$ cat config.mk
export PLATFORM = sky130hd
export DESIGN_NAME = cswq_ctrl
export DESIGN_NICKNAME = d
export VERILOG_FILES = /design/src/rtl/core/cswq_pkg.sv /design/src/rtl/core/cswq_ctrl.sv
export SDC_FILE = /design/constraint.sdc
export NUM_CORES = 1
export LEC_CHECK = 0
export ABC_AREA = 1
export ABC_CLOCK_PERIOD_IN_PS = 3110
export BUFFER_PORTS_ARGS = -buffer_cell sky130_fd_sc_hd__buf_4
export CAP_MARGIN = 10
export CORE_AREA = 8 8 45 47
export CTS_BUF_LIST = sky130_fd_sc_hd__clkbuf_4
export CTS_CLUSTER_SIZE = 16
export DETAILED_ROUTE_END_ITERATION = 6
export DIE_AREA = 0 0 53 55
export PLACE_DENSITY_LB_ADDON = 0.08
export RECOVER_POWER = 25
export SLEW_MARGIN = 0
export SYNTH_ARGS = -nofsm -noshare
export SYNTH_HDL_FRONTEND = slang
export SYNTH_SLANG_ARGS = --single-unit
$ cat constraint.sdc
create_clock -name clk -period 3.11 [get_ports clk]
set_input_delay 0.622 -clock clk [delete_from_list [all_inputs] [get_ports clk]]
set_output_delay 0.622 -clock clk [all_outputs]
set_load 0.02 [all_outputs]
$ cat src/rtl/core/cswq_pkg.sv
// Shared types and constants for the counting semaphore wait queue unit.
// Used by the interfaces, the controller, the datapath and the top level.
// No dependencies.
package cswq_pkg;

	// Fixed field widths of the request and response
	localparam int KIND_W     = 2;
	localparam int SEM_ID_W   = 5;
	localparam int INIT_W     = 8;
	localparam int PID_W      = 5;
	localparam int STATUS_W   = 2;

	// Parameter defaults
	localparam int NUM_SEMS_DEF   = 32;
	localparam int NUM_PROCS_DEF  = 32;
	localparam int COUNT_BITS_DEF = 8;

	typedef enum logic [KIND_W-1:0] {
		KIND_CREATE = 2'd0,
		KIND_LOCK   = 2'd1,
		KIND_UNLOCK = 2'd2,
		KIND_NONE   = 2'd3
	} kind_t;

	typedef enum logic [STATUS_W-1:0] {
		ST_OK      = 2'd0,
		ST_BLOCKED = 2'd1,
		ST_NOFREE  = 2'd2,
		ST_FULL    = 2'd3
	} status_t;

	// Controller to datapath
	typedef struct packed {
		logic capture;
		logic exec;
		logic wake;
		logic publish;
	} ctrl_cmd_t;

	// Datapath to controller
	typedef struct packed {
		logic need_wake;
	} dp_stat_t;

endpackage

$ cat src/rtl/core/cswq_ctrl.sv
// Sequencing controller of the semaphore unit: accept, execute, wake, publish.
// Depends on cswq_pkg.
module cswq_ctrl (
	input  logic                clk,
	input  logic                arst_n,
	input  logic                req_valid,
	output logic                req_ready,
	output logic                out_valid,
	input  logic                out_ready,
	output cswq_pkg::ctrl_cmd_t cmd,
	input  cswq_pkg::dp_stat_t  stat
);
	import cswq_pkg::*;

	typedef enum logic [3:0] {
		S_IDLE = 4'b0001,
		S_EXEC = 4'b0010,
		S_WAKE = 4'b0100,
		S_DONE = 4'b1000
	} state_t;

	state_t state_q, state_d;
	logic   out_valid_q;
	logic   out_free;

	assign out_free  = !out_valid_q || out_ready;
	assign req_ready = (state_q == S_IDLE);
	assign out_valid = out_valid_q;

	always_comb begin
		state_d     = state_q;
		cmd         = '0;
		case (state_q)
			S_IDLE: begin
				if (req_valid) begin
					cmd.capture = 1'b1;
					state_d     = S_EXEC;
				end
			end
			S_EXEC: begin
				cmd.exec = 1'b1;
				state_d  = stat.need_wake ? S_WAKE : S_DONE;
			end
			S_WAKE: begin
				cmd.wake = 1'b1;
				state_d  = S_DONE;
			end
			S_DONE: begin
				// hold until the output register is free
				if (out_free) begin
					cmd.publish = 1'b1;
					state_d     = S_IDLE;
				end
			end
			default: begin
				state_d = S_IDLE;
			end
		endcase
	end

	always_ff @(posedge clk or negedge arst_n) begin
		if (!arst_n) begin
			state_q     <= S_IDLE;
			out_valid_q <= 1'b0;
		end else begin
			state_q <= state_d;
			if (cmd.publish) begin
				out_valid_q <= 1'b1;
			end else if (out_ready) begin
				out_valid_q <= 1'b0;
			end
		end
	end
endmodule

# Word-level counts from Yosys, hierarchy flattened
# Index checks and enable logic that the tools add are counted.
[op_classes]
n_mux = 12
eq_ne = 6
n_reduce_logical = 4
[op_table]
columns = ["op", "count"]
rows = [
  ["one-hot mux 4 bit (4 select lines)", 1],
  ["2-to-1 mux 4 bit", 3],
  ["2-to-1 mux 1 bit", 8],
  ["equality test 4 x 1 -> 1 bit (second input constant)", 1],
  ["equality test 4 x 2 -> 1 bit (second input constant)", 1],
  ["equality test 4 x 3 -> 1 bit (second input constant)", 1],
  ["equality test 4 bit (second input constant)", 1],
  ["!= test 2 bit (second input constant)", 2],
  ["AND reduction 2 bit", 1],
  ["nonzero test 2 bit", 1],
  ["logical NOT 1 bit", 1],
  ["logical OR 1 bit", 1],
]
[word_totals]
output_inout_bits = 6
ff_bits = 5
inputBits = 5
elab_cells = 24

# Logic depth before layout (Yosys ltp)
[logic_depth]
ltp_word = 5
ltp_mapped = 6
depth_no_buf = 6

# Worst setup path after synthesis
# OpenSTA, ideal clock, no wires.
[synth_timing]
path_type = "reg-to-output"
start = "register state_q[0]"
end = "output cmd[3] (netlist bit)"
setup_slack_ns = 1.489
path_stages_with_launch = 5
arrival_time_ns = 0.999
required_ns = 2.488
path_buffers = 0
cell_sequence = "dfstp_2 -> inv_1 -> nor2_2 -> nand2_2 -> nor2_1"
[synth_lines]
columns = ["item", "line", "text"]
rows = [
  ["start: declaration", "cswq_ctrl.sv:22", "state_t state_q, state_d;"],
  ["start signal: assignment", "cswq_ctrl.sv:66", "state_q <= state_d;"],
  ["end: declaration", "cswq_ctrl.sv:10", "output cswq_pkg::ctrl_cmd_t cmd,"],
]

==> summary.txt <==
Clock tree
  • Postcts setup bufs: 0
  • Worst-skew pair later-pin latency: around 0.25 ns
  • Clk buf depth: 2
  • Clk root buf: clkbuf_4
  • Clk sinks: 5
  • PostCTS Resize Cnt: 0
  • H-Tree Depth: 1
  • Hold_buf cts: 0
  • CTS tree: done
  • Clock transition at path regs: 0.04 ns
  • Clock buffer count from CTS: 3

Finish
  • Share of layout cells above drive strength 1: 0.396
  • Filler cells: 158
  • ANT cells: 0
  • Nets: 54
  • Synth-to-Final Area Change: 48.0%

Setup path
  • Critical path class: flip-flop to primary output
  • Setup crit end kind: primary output
  • CP top delay family: flip-flops
  • WP buf/inv: 2
  • Worst Path Arrival: ~1.2 ns
  • Slowest cell on the critical path: dfstp_2
  • Crit path max fanout: 4
  • Critical path required time: approximately 2.5 ns
  • Crit path largest cell delay: 0.52 ns
  • Cell Chain, Critical Path: inv_1, nor2_2, nand2_2, nor2_1, buf_4
  • Flop2flop setup slack: just over 2 ns
  • CP Launch Type: flip-flop

Power
  • Total power: 325 uW
  • Pwr Density: 869 mW/mm^2
  • Peak VDD IR: around 0.23 mV
  • Leak: between 0.2 and 0.25 nW

Detailed routing
  • Vias: 247
  • First-pass DRT Iterations: 4
  • Vias per cell: 3.86
  • Drt total wl: 597 microns
  • Post-route ant nets: 0
  • WL/cell: between 9 and 10 microns
  • Residual DRC count: 0
  • Initial DRC count: 10

STA
  • Worst relative slew slack: 0.812
  • Final min period: 1.85 ns
  • RSZ-0062 raised after global routing: no
  • Final worst-path cycle share: 0.595
  • Final hold violations: 0
  • Final Setup Violations: 0
  • Final Skew: between 0.0015 and 0.002 ns
  • Fmax: approximately 540 MHz
  • Setup TNS: 0 ns
  • Hold Worst Slack: around 0.22 ns
  • Final max-slew violation count: 0
  • Least-Margin Pin Slew: 0.282 ns
  • Setup WS post-layout: 1.26 ns

Global routing
  • Grt peak-use layer: met2
  • GR Util met1: 0.0413
  • Initial antenna violation count: 0
  • Pin count of the biggest net entering global routing: 6
  • Grt ovf: 0
  • First-pass GRT wire length: 1010 microns
  • GRT Total Usage: 0.0526
  • Vias in the first global route: between 200 and 300
  • GR Util met2: 0.0781
  • Met3 Use GR: 0.0374

Status
  • Outcome: finished, final reports clean

Die
  • Initial core utilization: 0.183
  • Die H: 55 microns
  • I/O pin cnt: 11
  • Die footprint: 0.00292 sq mm
  • Std cell rows: 14
  • Core area: between 0.001 and 0.0015 sq mm
  • Die width: approximately 53 microns

Synth
  • Syn_nets: 39
  • Yosys warns: 0
  • Avg Synthesized Cell Area: roughly 7.4 sq um
  • Sequential fraction of the synthesis area: 0.500
  • Yosys cell types: 12
  • Mapped Area: 253 sq um
  • Yosys reg bits: 5
  • Mapped Cells: 34

Flow run
  • Max-Cap Viols: 0

Placed design
  • Number of port buffers: 10
  • Pre-CTS WS: 1.41 ns
  • Post-detail-place hpwl: 482 microns
  • Global placer's final weighted congestion: 0.657

Min path
  • Min-delay worst type: primary input to async pin
## layout make-up
type                    count  area [sq um]  area share
flip-flops and latches      5           126       0.338
inverters                   9          35.0      0.0936
clock buffers               4          30.0      0.0803
well taps                  16          20.0      0.0535
multi-input cells          20          91.3       0.244
repair buffers             10          71.3       0.191
## final timing paths
kind,from,endpoint,cells past startpoint
setup / recovery,state_q[0],cmd[3],5
hold / removal,arst_n,state_q[1],1
setup reg to reg,state_q[0],state_q[0],6
hold reg to reg,state_q[2],state_q[1],3
max in group asynchronous,arst_n,state_q[0],1
min in group clk,state_q[2],state_q[1],3
## power breakdown
| part | internal, mW | total (mW) | switching [mW] |
|---|---|---|---|
| combinational | 0.0549 | 0.140 | 0.0849 |
| clock | 0.0573 | 0.0863 | 0.0290 |
| sequential | 0.0875 | 0.0988 | 0.0113 |
| total | 0.200 | 0.325 | 0.125 |
## metrics by stage
step,utilization,cells,cell area [sq um]
after floorplan,-,34,253
after global placement,0.251,60,348
after detailed placement,0.251,60,348
after CTS,0.273,64,378
after global routing,0.270,64,374
final,0.270,64,374
## Yosys cell counts
cell type,number,area [sq um]
nor2_1,8,30.0
nor2_2,2,12.5
a21oi_1,1,5.00
nand2_1,4,15.0
inv_1,7,26.3
nand3_1,3,15.0
dfstp_2,1,26.3
clkinv_2,1,5.00
nand3b_1,1,7.51
nand2_2,1,6.26
dfrtp_1,4,100
inv_2,1,3.75
## routing by layer
layer / routed length, microns / part of all wire / up-vias
met5: 0 / 0 / -
met4: 38 / 0.064 / 0
met3: 62 / 0.10 / 5
met2: 264 / 0.44 / 9
met1: 232 / 0.39 / 106
li1: - / - / 127
## logic make-up after synthesis
group	count (synthesis)	share of synthesized area
AND/OR/NAND/NOR	19	0.342
buffers and inverters	9	0.139
flip-flops	5	0.500
AO/OA/AOI/OAI	1	0.0198
## flip-flops by register name, indices dropped and copies added, names as in the netlist
signal     cells
out_valid      1
state_q        4
## worst register-to-register path, delay by kind of cell, from the launching register on
kind,cells,cell delay (ns)
buffers and inverters,2,0.10
flip-flops,1,0.52
AO/OA/AOI/OAI,1,0.14
AND/OR/NAND/NOR,3,0.21
## placed cells by master, fill, tap and decap left out
cell,synthesis,routed
nand3b_1,1,1
clkbuf_1,0,1
buf_4,0,9
clkinv_2,1,1
dfstp_2,1,1
nor2_2,2,2
dfrtp_1,4,4
nand3_1,3,3
a21oi_1,1,1
inv_2,1,1
nand2_1,4,4
clkbuf_4,0,4
inv_1,7,7
nand2_2,1,1
nor2_1,8,8
(Power assumes the default switching activity.)
